===== src/rtl/core/swna_pkg.sv =====
// ----------------------------------------------------------------------------
// swna_pkg
// Shared types and constants for the stall watchdog with nearest alarm light.
// ----------------------------------------------------------------------------
package swna_pkg;

    // Input opcodes (carried on s_tuser)
    typedef enum logic [1:0] {
        OP_CLEAR  = 2'd0,
        OP_APPEND = 2'd1,
        OP_TICK   = 2'd2,
        OP_UNUSED = 2'd3
    } opcode_t;

    // Relay actions
    localparam logic [1:0] ACT_NONE = 2'd0;
    localparam logic [1:0] ACT_ON   = 2'd1;
    localparam logic [1:0] ACT_OFF  = 2'd2;

    // Field widths
    localparam int BLOCK_W  = 16;
    localparam int COORD_W  = 24;
    localparam int LIMIT_W  = 16;
    localparam int RELAY_W  = 4;
    localparam int SQ_W     = 2 * COORD_W;
    localparam int DIST_W   = SQ_W + 1;

    // Configuration registers (word index from paddr[2])
    localparam logic REG_STALL_LIMIT = 1'b0;
    localparam logic [LIMIT_W-1:0] STALL_LIMIT_RESET = 16'd200;

    // Controller to datapath
    typedef struct packed {
        logic load;          // latch accepted input transaction
        logic clear;         // empty the light table
        logic append;        // store one light position
        logic stall_upd;     // update stall counter for a tick
        logic search_start;  // rewind the search index
        logic issue;         // read next table entry into the distance pipe
        logic emit;          // form result, load output register
    } swna_cmd_t;

    // Datapath to controller
    typedef struct packed {
        opcode_t op;
        logic    abnormal;
        logic    lights_nonzero;
        logic    last_issue;
        logic    pipe_empty;
        logic    out_free;
    } swna_status_t;

endpackage


===== src/rtl/core/stall_watchdog_nearest_alarm.sv =====
// ----------------------------------------------------------------------------
// stall_watchdog_nearest_alarm
// Vehicle stall watchdog that switches the relay of the nearest alarm light.
// ----------------------------------------------------------------------------
// One transaction at a time. Clear and append pass from decode back to idle
// before the next transaction can be accepted; opcode 3 is dropped the same
// way. A tick passes through decode and evaluate to the result state; when
// it is abnormal with lights in the table, a search and a drain come between:
// the search reads one table entry per cycle through a 4-stage distance
// pipeline (table read, difference/abs, two 24x24 squarers, sum), and the
// compare takes the output of the last stage. Each tick returns exactly one
// result on the m_ side; clear and append return none. The result sits in an
// output register, so a new transaction is taken while it waits for m_tready;
// only a second result finding the register still full stalls the sequencer.
// stall_limit is written through the APB port at byte address 0 (paddr[2]
// selects the register word) and must only be changed while the block idles.
// The light table has no reset; only entries below the fill count are read.
// ----------------------------------------------------------------------------
module stall_watchdog_nearest_alarm
    import swna_pkg::*;
#(
    parameter int MAX_LIGHTS = 16
) (
    input  logic        aclk,
    input  logic        aresetn,

    // input stream
    input  logic        s_tvalid,
    output logic        s_tready,
    input  logic [63:0] s_tdata,   // [15:0] block_id, [39:16] pos_x, [63:40] pos_y
    input  logic [1:0]  s_tuser,   // [1:0] opcode

    // result stream
    output logic        m_tvalid,
    input  logic        m_tready,
    output logic [7:0]  m_tdata,   // [0] abnormal, [2:1] relay_action,
                                   // [6:3] relay_number, [7] zero

    // configuration
    input  logic        psel,
    input  logic        penable,
    input  logic        pwrite,
    input  logic [2:0]  paddr,
    input  logic [31:0] pwdata,
    output logic [31:0] prdata,
    output logic        pready
);

    swna_cmd_t            cmd;
    swna_status_t         status;
    logic [LIMIT_W-1:0]   stall_limit_reg;
    logic                 out_abnormal;
    logic [1:0]           out_relay_action;
    logic [RELAY_W-1:0]   out_relay_number;

    // APB: zero wait states, write lands in the access phase
    assign pready = 1'b1;

    always_ff @(posedge aclk) begin
        if (!aresetn) begin
            stall_limit_reg <= STALL_LIMIT_RESET;
        end else if (psel && penable && pwrite && pready
                     && paddr[2] == REG_STALL_LIMIT) begin
            stall_limit_reg <= pwdata[LIMIT_W-1:0];
        end
    end

    assign prdata = (paddr[2] == REG_STALL_LIMIT) ? {16'd0, stall_limit_reg} : 32'd0;

    swna_ctrl u_ctrl (
        .aclk     (aclk),
        .aresetn  (aresetn),
        .in_valid (s_tvalid),
        .in_ready (s_tready),
        .status   (status),
        .cmd      (cmd)
    );

    swna_datapath #(
        .MAX_LIGHTS (MAX_LIGHTS)
    ) u_datapath (
        .aclk             (aclk),
        .aresetn          (aresetn),
        .cmd              (cmd),
        .status           (status),
        .stall_limit      (stall_limit_reg),
        .in_op            (opcode_t'(s_tuser)),
        .in_block_id      (s_tdata[15:0]),
        .in_pos_x         (s_tdata[39:16]),
        .in_pos_y         (s_tdata[63:40]),
        .out_valid        (m_tvalid),
        .out_ready        (m_tready),
        .out_abnormal     (out_abnormal),
        .out_relay_action (out_relay_action),
        .out_relay_number (out_relay_number)
    );

    assign m_tdata = {1'b0, out_relay_number, out_relay_action, out_abnormal};

endmodule


===== src/rtl/core/swna_datapath.sv =====
// ----------------------------------------------------------------------------
// swna_datapath
// Light table, stall counter, distance pipeline, alarm latch, output register.
// ----------------------------------------------------------------------------
module swna_datapath
    import swna_pkg::*;
#(
    parameter int MAX_LIGHTS = 16
) (
    input  logic                 aclk,
    input  logic                 aresetn,
    input  swna_cmd_t            cmd,
    output swna_status_t         status,
    input  logic [LIMIT_W-1:0]   stall_limit,
    input  opcode_t              in_op,
    input  logic [BLOCK_W-1:0]   in_block_id,
    input  logic [COORD_W-1:0]   in_pos_x,
    input  logic [COORD_W-1:0]   in_pos_y,
    output logic                 out_valid,
    input  logic                 out_ready,
    output logic                 out_abnormal,
    output logic [1:0]           out_relay_action,
    output logic [RELAY_W-1:0]   out_relay_number
);

    localparam int CNT_W = $clog2(MAX_LIGHTS + 1);
    localparam int IDX_W = (MAX_LIGHTS > 1) ? $clog2(MAX_LIGHTS) : 1;

    // latched input
    opcode_t              op_reg;
    logic [BLOCK_W-1:0]   blk_reg;
    logic [COORD_W-1:0]   px_reg;
    logic [COORD_W-1:0]   py_reg;

    // tick state
    logic [LIMIT_W-1:0]   stall_count_reg;
    logic [LIMIT_W-1:0]   stall_count_next;
    logic [BLOCK_W-1:0]   last_block_reg;
    logic                 alarm_latched_reg;
    logic [RELAY_W-1:0]   chosen_light_reg;
    logic [LIMIT_W:0]     cap;

    // light table
    logic [2*COORD_W-1:0] mem [MAX_LIGHTS];
    logic [2*COORD_W-1:0] rd_data_reg;
    logic [CNT_W-1:0]     light_count_reg;
    logic                 full;

    // search pipeline
    logic [IDX_W-1:0]     idx_reg;
    logic                 v1_reg, v2_reg, v3_reg, v4_reg;
    logic [IDX_W-1:0]     idx1_reg, idx2_reg, idx3_reg, idx4_reg;
    logic [COORD_W:0]     dx, dy;
    logic [COORD_W:0]     ndx, ndy;
    logic [COORD_W-1:0]   ax_reg, ay_reg;
    logic [SQ_W-1:0]      sqx_reg, sqy_reg;
    logic [DIST_W-1:0]    dist_reg;
    logic [DIST_W-1:0]    best_reg;
    logic [IDX_W-1:0]     best_i_reg;
    logic                 found_reg;
    logic                 abnormal;

    // output register
    logic                 out_valid_reg;
    logic                 out_abnormal_reg;
    logic [1:0]           out_action_reg;
    logic [RELAY_W-1:0]   out_number_reg;

    assign full     = (light_count_reg == CNT_W'(MAX_LIGHTS));
    assign abnormal = (stall_count_reg > stall_limit);

    // saturation point: limit + 1, but never above the counter's top
    assign cap = (stall_limit != {LIMIT_W{1'b1}}) ? ({1'b0, stall_limit} + 1'b1)
                                                  : {1'b0, {LIMIT_W{1'b1}}};

    always_comb begin
        if (blk_reg != last_block_reg) begin
            stall_count_next = LIMIT_W'(1);
        end else if ({1'b0, stall_count_reg} < cap) begin
            stall_count_next = stall_count_reg + 1'b1;
        end else begin
            stall_count_next = stall_count_reg;
        end
    end

    // |vehicle - light| per axis; magnitude always fits COORD_W bits
    assign dx  = {px_reg[COORD_W-1], px_reg}
               - {rd_data_reg[COORD_W-1], rd_data_reg[COORD_W-1:0]};
    assign dy  = {py_reg[COORD_W-1], py_reg}
               - {rd_data_reg[2*COORD_W-1], rd_data_reg[2*COORD_W-1:COORD_W]};
    assign ndx = -dx;
    assign ndy = -dy;

    always_ff @(posedge aclk) begin
        if (cmd.load) begin
            op_reg  <= in_op;
            blk_reg <= in_block_id;
            px_reg  <= in_pos_x;
            py_reg  <= in_pos_y;
        end
        // table word: y above x
        if (cmd.append && !full) begin
            mem[light_count_reg[IDX_W-1:0]] <= {py_reg, px_reg};
        end
        rd_data_reg <= mem[idx_reg];

        idx1_reg <= idx_reg;
        idx2_reg <= idx1_reg;
        idx3_reg <= idx2_reg;
        idx4_reg <= idx3_reg;
        ax_reg   <= dx[COORD_W] ? ndx[COORD_W-1:0] : dx[COORD_W-1:0];
        ay_reg   <= dy[COORD_W] ? ndy[COORD_W-1:0] : dy[COORD_W-1:0];
        sqx_reg  <= ax_reg * ax_reg;
        sqy_reg  <= ay_reg * ay_reg;
        dist_reg <= {1'b0, sqx_reg} + {1'b0, sqy_reg};

        if (cmd.emit) begin
            out_abnormal_reg <= abnormal;
            out_action_reg   <= ACT_NONE;
            out_number_reg   <= '0;
            if (abnormal) begin
                if (found_reg) begin
                    out_action_reg <= ACT_ON;
                    out_number_reg <= RELAY_W'(best_i_reg);
                end
            end else if (alarm_latched_reg) begin
                out_action_reg <= ACT_OFF;
                out_number_reg <= chosen_light_reg;
            end
        end
    end

    always_ff @(posedge aclk) begin
        if (!aresetn) begin
            light_count_reg   <= '0;
            stall_count_reg   <= '0;
            last_block_reg    <= '0;
            alarm_latched_reg <= 1'b0;
            chosen_light_reg  <= '0;
            idx_reg           <= '0;
            v1_reg            <= 1'b0;
            v2_reg            <= 1'b0;
            v3_reg            <= 1'b0;
            v4_reg            <= 1'b0;
            found_reg         <= 1'b0;
            best_reg          <= '0;
            best_i_reg        <= '0;
            out_valid_reg     <= 1'b0;
        end else begin
            if (cmd.clear) begin
                light_count_reg <= '0;
            end else if (cmd.append && !full) begin
                light_count_reg <= light_count_reg + 1'b1;
            end

            if (cmd.stall_upd) begin
                stall_count_reg <= stall_count_next;
                last_block_reg  <= blk_reg;
                found_reg       <= 1'b0;
            end

            if (cmd.search_start) begin
                idx_reg <= '0;
            end else if (cmd.issue) begin
                idx_reg <= idx_reg + 1'b1;
            end

            v1_reg <= cmd.issue;
            v2_reg <= v1_reg;
            v3_reg <= v2_reg;
            v4_reg <= v3_reg;

            // strict less-than: first of equal distances wins
            if (v4_reg && (!found_reg || dist_reg < best_reg)) begin
                found_reg  <= 1'b1;
                best_reg   <= dist_reg;
                best_i_reg <= idx4_reg;
            end

            if (cmd.emit) begin
                if (abnormal) begin
                    if (found_reg) begin
                        alarm_latched_reg <= 1'b1;
                        chosen_light_reg  <= RELAY_W'(best_i_reg);
                    end
                end else if (alarm_latched_reg) begin
                    alarm_latched_reg <= 1'b0;
                end
            end

            if (cmd.emit) begin
                out_valid_reg <= 1'b1;
            end else if (out_ready) begin
                out_valid_reg <= 1'b0;
            end
        end
    end

    assign status.op             = op_reg;
    assign status.abnormal       = abnormal;
    assign status.lights_nonzero = (light_count_reg != '0);
    assign status.last_issue     = (CNT_W'(idx_reg) == light_count_reg - 1'b1);
    assign status.pipe_empty     = !(v1_reg || v2_reg || v3_reg || v4_reg);
    assign status.out_free       = !out_valid_reg || out_ready;

    assign out_valid        = out_valid_reg;
    assign out_abnormal     = out_abnormal_reg;
    assign out_relay_action = out_action_reg;
    assign out_relay_number = out_number_reg;

endmodule


===== src/rtl/core/swna_ctrl.sv =====
// ----------------------------------------------------------------------------
// swna_ctrl
// Sequencer: decodes a transaction, walks the light table, issues the result.
// ----------------------------------------------------------------------------
module swna_ctrl
    import swna_pkg::*;
(
    input  logic         aclk,
    input  logic         aresetn,
    input  logic         in_valid,
    output logic         in_ready,
    input  swna_status_t status,
    output swna_cmd_t    cmd
);

    typedef enum logic [2:0] {
        ST_IDLE,
        ST_DECODE,
        ST_EVAL,
        ST_SEARCH,
        ST_DRAIN,
        ST_RESULT
    } state_t;

    state_t state_reg;

    assign in_ready = (state_reg == ST_IDLE);

    always_comb begin
        cmd = '0;
        unique case (state_reg)
            ST_IDLE: begin
                cmd.load = in_valid;
            end
            ST_DECODE: begin
                cmd.clear     = (status.op == OP_CLEAR);
                cmd.append    = (status.op == OP_APPEND);
                cmd.stall_upd = (status.op == OP_TICK);
            end
            ST_EVAL: begin
                cmd.search_start = status.abnormal && status.lights_nonzero;
            end
            ST_SEARCH: begin
                cmd.issue = 1'b1;
            end
            ST_DRAIN: begin
            end
            ST_RESULT: begin
                cmd.emit = status.out_free;
            end
            default: begin
            end
        endcase
    end

    always_ff @(posedge aclk) begin
        if (!aresetn) begin
            state_reg <= ST_IDLE;
        end else begin
            unique case (state_reg)
                ST_IDLE: begin
                    if (in_valid) state_reg <= ST_DECODE;
                end
                ST_DECODE: begin
                    state_reg <= (status.op == OP_TICK) ? ST_EVAL : ST_IDLE;
                end
                ST_EVAL: begin
                    if (status.abnormal && status.lights_nonzero) begin
                        state_reg <= ST_SEARCH;
                    end else begin
                        state_reg <= ST_RESULT;
                    end
                end
                ST_SEARCH: begin
                    if (status.last_issue) state_reg <= ST_DRAIN;
                end
                ST_DRAIN: begin
                    if (status.pipe_empty) state_reg <= ST_RESULT;
                end
                ST_RESULT: begin
                    if (status.out_free) state_reg <= ST_IDLE;
                end
                default: begin
                    state_reg <= ST_IDLE;
                end
            endcase
        end
    end

endmodule

===== config.mk =====
export PLATFORM = sky130hd
export DESIGN_NAME = stall_watchdog_nearest_alarm
export DESIGN_NICKNAME = d
export VERILOG_FILES = /design/src/rtl/core/swna_pkg.sv /design/src/rtl/core/stall_watchdog_nearest_alarm.sv /design/src/rtl/core/swna_datapath.sv /design/src/rtl/core/swna_ctrl.sv
export SDC_FILE = /design/constraint.sdc
export NUM_CORES = 2
export LEC_CHECK = 0
export BUFFER_PORTS_ARGS = -buffer_cell sky130_fd_sc_hd__buf_2
export CORE_ASPECT_RATIO = 1.2
export CORE_MARGIN = 4
export CORE_UTILIZATION = 46
export DETAILED_ROUTE_END_ITERATION = 12
export PLACE_DENSITY = 0.67
export SYNTH_ARGS = -nofsm -noshare
export SYNTH_HDL_FRONTEND = slang
export SYNTH_HIERARCHICAL = 1
export SYNTH_SLANG_ARGS = --single-unit

===== constraint.sdc =====
create_clock -name aclk -period 10.35 [get_ports aclk]
set_input_delay 0.5175 -clock aclk [delete_from_list [all_inputs] [get_ports aclk]]
set_output_delay 0.5175 -clock aclk [all_outputs]
set_load 0.05 [all_outputs]

==> impl_metrics.json <==
{
  "fin_skew_ns": 0.07102,
  "met2WireLength_um": 92430,
  "final-setup-viol-count": 0,
  "finalCritPeriodShare_pct": 82.95,
  "synth_top_area_share_pct": 30.83,
  "largest_reg_flops": 768,
  "drv_cap": 0,
  "cts_buffer_depth": 3,
  "drive_gt1_share_pct": 9.967,
  "routed-wl-met3_um": 9936,
  "cts_resized": 0,
  "path_common_cell": "fa_1",
  "max_freq_mhz": 116.5,
  "dieHeight_um": 470.3,
  "multiInputGateArea_sq_um": 43310,
  "clockRootBuffer": "clkbuf_16",
  "netlist_instances": 6705,
  "ant_nets": 0,
  "synthArstFlopShare_pct": 0,
  "synth_edf_count": 841,
  "max_slew_margin_pct": 15.43,
  "crit_path_start_kind": "register",
  "slew_violations": 0,
  "crit_path_max_incr_delay_ns": 0.95,
  "cts_buffers": 117,
  "crit_path_cell_trace": "inv_1, nor2_1, inv_1, fa_1, fa_1, fa_1, fa_1, inv_1, fa_1, fa_1, inv_1, fa_1, inv_1, ha_1, a21o_1, a31oi_1, o221a_2, a21oi_1, o2111ai_1, a211oi_1, a2111oi_0, o221a_2, nor2_1, xor2_1",
  "ys_seq_area_share_pct": 40.09,
  "via_per_inst": 5.311,
  "setup_tns_ns": 0,
  "drc": 0,
  "seqCellArea_sq_um": 32860,
  "status": "finished, final reports clean",
  "fillCellCount": 15030,
  "syn2layout_area_growth_pct": 10.02,
  "tightest_slew_ns": 1.237,
  "wl_per_cell_um": 19.34,
  "min_period_ns": 8.586,
  "drt-total-wl_um": 179900,
  "die_x_um": 393.2,
  "ys_types": 98,
  "grt_pass1_vias": 53780,
  "crit_buf_inv": 5,
  "routed.top_layer": "met4",
  "ys_seq_elements": 1220,
  "synth_area_leader_cell": "edfxtp_1",
  "rows": 169,
  "path_max_fanout": 20,
  "cp.arrival_ns": 9.21,
  "hold_viol": 0,
  "syn_area_sq_um": 81920,
  "io_pins": 151,
  "cp_top_family": "adder cells",
  "crit_required_ns": 10.98,
  "initial_core_util_pct": 46.28,
  "grt_max_degree": 96,
  "gp_congestion": 0.8798,
  "cts.sinks": 1220,
  "hpwlAfterDp_um": 125400,
  "place_ws_ns": 1.758,
  "rsz0062_at_grt": "no",
  "grtUsageTotal_pct": 19.96,
  "hold_path.class": "in -> reg",
  "final_nets": 8376,
  "final_core_util_pct": 50.92,
  "placed_cell_area_sq_um": 85210,
  "design_area_sq_um": 90130,
  "core-area_sq_um": 177000,
  "grt_pass1_wl_um": 290200,
  "synth.area.top_cells": "edfxtp_1 31%, fa_1 21%, dfxtp_1 9.3%",
  "clkTransAtPathRegs_ns": 0.06,
  "syn_avg_cell_area_sq_um": 12.22,
  "antenna_found_initial": 2,
  "synth-main-ff-cell": "edfxtp_1",
  "grt-ovfl-total": 0,
  "slowest_stage": "dfxtp_1",
  "port_buffers": 114,
  "fin_ws_ns": 1.764,
  "critPathKind": "reg -> reg",
  "synth_warnings": 6,
  "cts.htree.levels": 3,
  "vias": 49400,
  "die_area_sq_um": 184900,
  "drt-pass1-iter-count": 7,
  "drt-initial-drc-count": 3065,
  "clock_latency_ns": 0.75,
  "wirelength_met1_um": 72300,
  "cp-end-kind": "register",
  "cts_tree": "built"
}
final cells by class:
class | instances | area share, %
Tap cell | 2308 | 3.204
Multi-Input combinational cell | 3945 | 48.06
Sequential cell | 1220 | 36.46
Antenna cell | 1 | 0.002777
Timing Repair Buffer | 274 | 2.213
Inverter | 1330 | 5.539
Clock buffer | 158 | 3.535
Clock inverter | 66 | 0.9912
worst min-delay path, stage by stage:
cell	delay, ns
buf_2	0.10
nor4_2	0.04
a21oi_2	0.13
and3_1	0.17
synthesized netlist by cell type, types with 6 or more instances:
cell	instances
a211o_1	7
a211oi_1	11
a21boi_0	6
a21o_1	124
a21oi_1	181
a221oi_1	6
a31oi_1	27
and2_1	245
and2b_2	6
and3_1	33
and4_1	10
buf_1	16
buf_2	7
buf_4	20
clkbuf_1	180
dfxtp_1	379
edfxtp_1	841
fa_1	846
ha_1	534
inv_1	1330
mux2i_1	95
mux4_2	240
nand2_1	439
nand2b_1	31
nand3_1	57
nand3b_1	6
nand4_1	40
nor2_1	214
nor2b_1	130
nor3_1	45
nor3b_1	7
nor4_1	18
o211ai_1	11
o21a_1	41
o21ai_0	94
o21ai_1	10
o21bai_1	28
o31ai_1	6
or2_2	13
or3_1	13
xnor2_1	150
xor2_1	98
path summary, 6_finish.rpt:
kind / start / to / slack [ns] / cells past startpoint
setup / recovery: u_datapath/ay_reg[8] / u_datapath/sqy_reg[45] / 1.76 / 24
hold / removal: s_tvalid / u_ctrl/state_reg[2] / 0.23 / 4
setup reg to reg: u_datapath/ay_reg[8] / u_datapath/sqy_reg[45] / 1.76 / 24
hold reg to reg: u_datapath/idx3_reg[3] / u_datapath/idx4_reg[3] / 0.29 / 0
per-stage QoR:
step	hold slack, ns	std cells
6_report	0.2293	9302
5_1_grt	0.2015	9301
4_1_cts	0.1529	9301
3_5_place_dp	0.3121	8994
3_3_place_gp	0.3105	8994
2_1_floorplan	0.3096	6721
layer usage:
layer | track usage [%] | up-vias
met2 | 35.01 | 1307
met1 | 25.57 | 25250
met3 | 2.990 | 313
met4 | 5.935 | 0
li1 | - | 22530
met5 | 0 | -
logic make-up (layout without fill, tap and decap cells):
family,after synthesis,count (layout),synth area share [%]
flip-flops,1220,1220,40.09
AO/OA/AOI/OAI,631,631,5.140
buffers and inverters,1556,1828,7.271
adder cells (fa/ha/maj),1380,1380,28.83
other,2,19,0.009168
multiplexers,338,338,7.801
XOR/XNOR,250,250,2.705
AND/OR/NAND/NOR,1328,1328,8.152
layout by cell type, fill, tap and decap left out, types with 30 or more instances in the layout:
cell type      netlist  layout
clkbuf_16            0     117
mux2i_1             95      95
nor2b_1            130     130
edfxtp_1           841     841
nor2_1             214     201
o21a_1              41      41
dlygate4sd3_1        0      83
mux4_2             240     240
and3_1              33      30
nand3_1             57      57
inv_1             1330    1330
and2_1             245     244
a21o_1             124     124
nor3_1              45      45
buf_2                7     113
fa_1               846     846
nand2_1            439     439
a21oi_1            181     180
nand4_1             40      40
xor2_1              98      98
nand2b_1            31      31
dfxtp_1            379     375
xnor2_1            150     150
o21ai_0             94      93
ha_1               534     534
clkbuf_1           180      30
buf_4               20      77
what timing repair did:
action | CTS | global route
endpoints found under the hold margin | 83 | 0
setup buffers | 0 | 0
hold buffers | 83 | 0
Power is not shown: default switching activity piles up to over one toggle a cycle in this logic, so the estimate is an artifact.
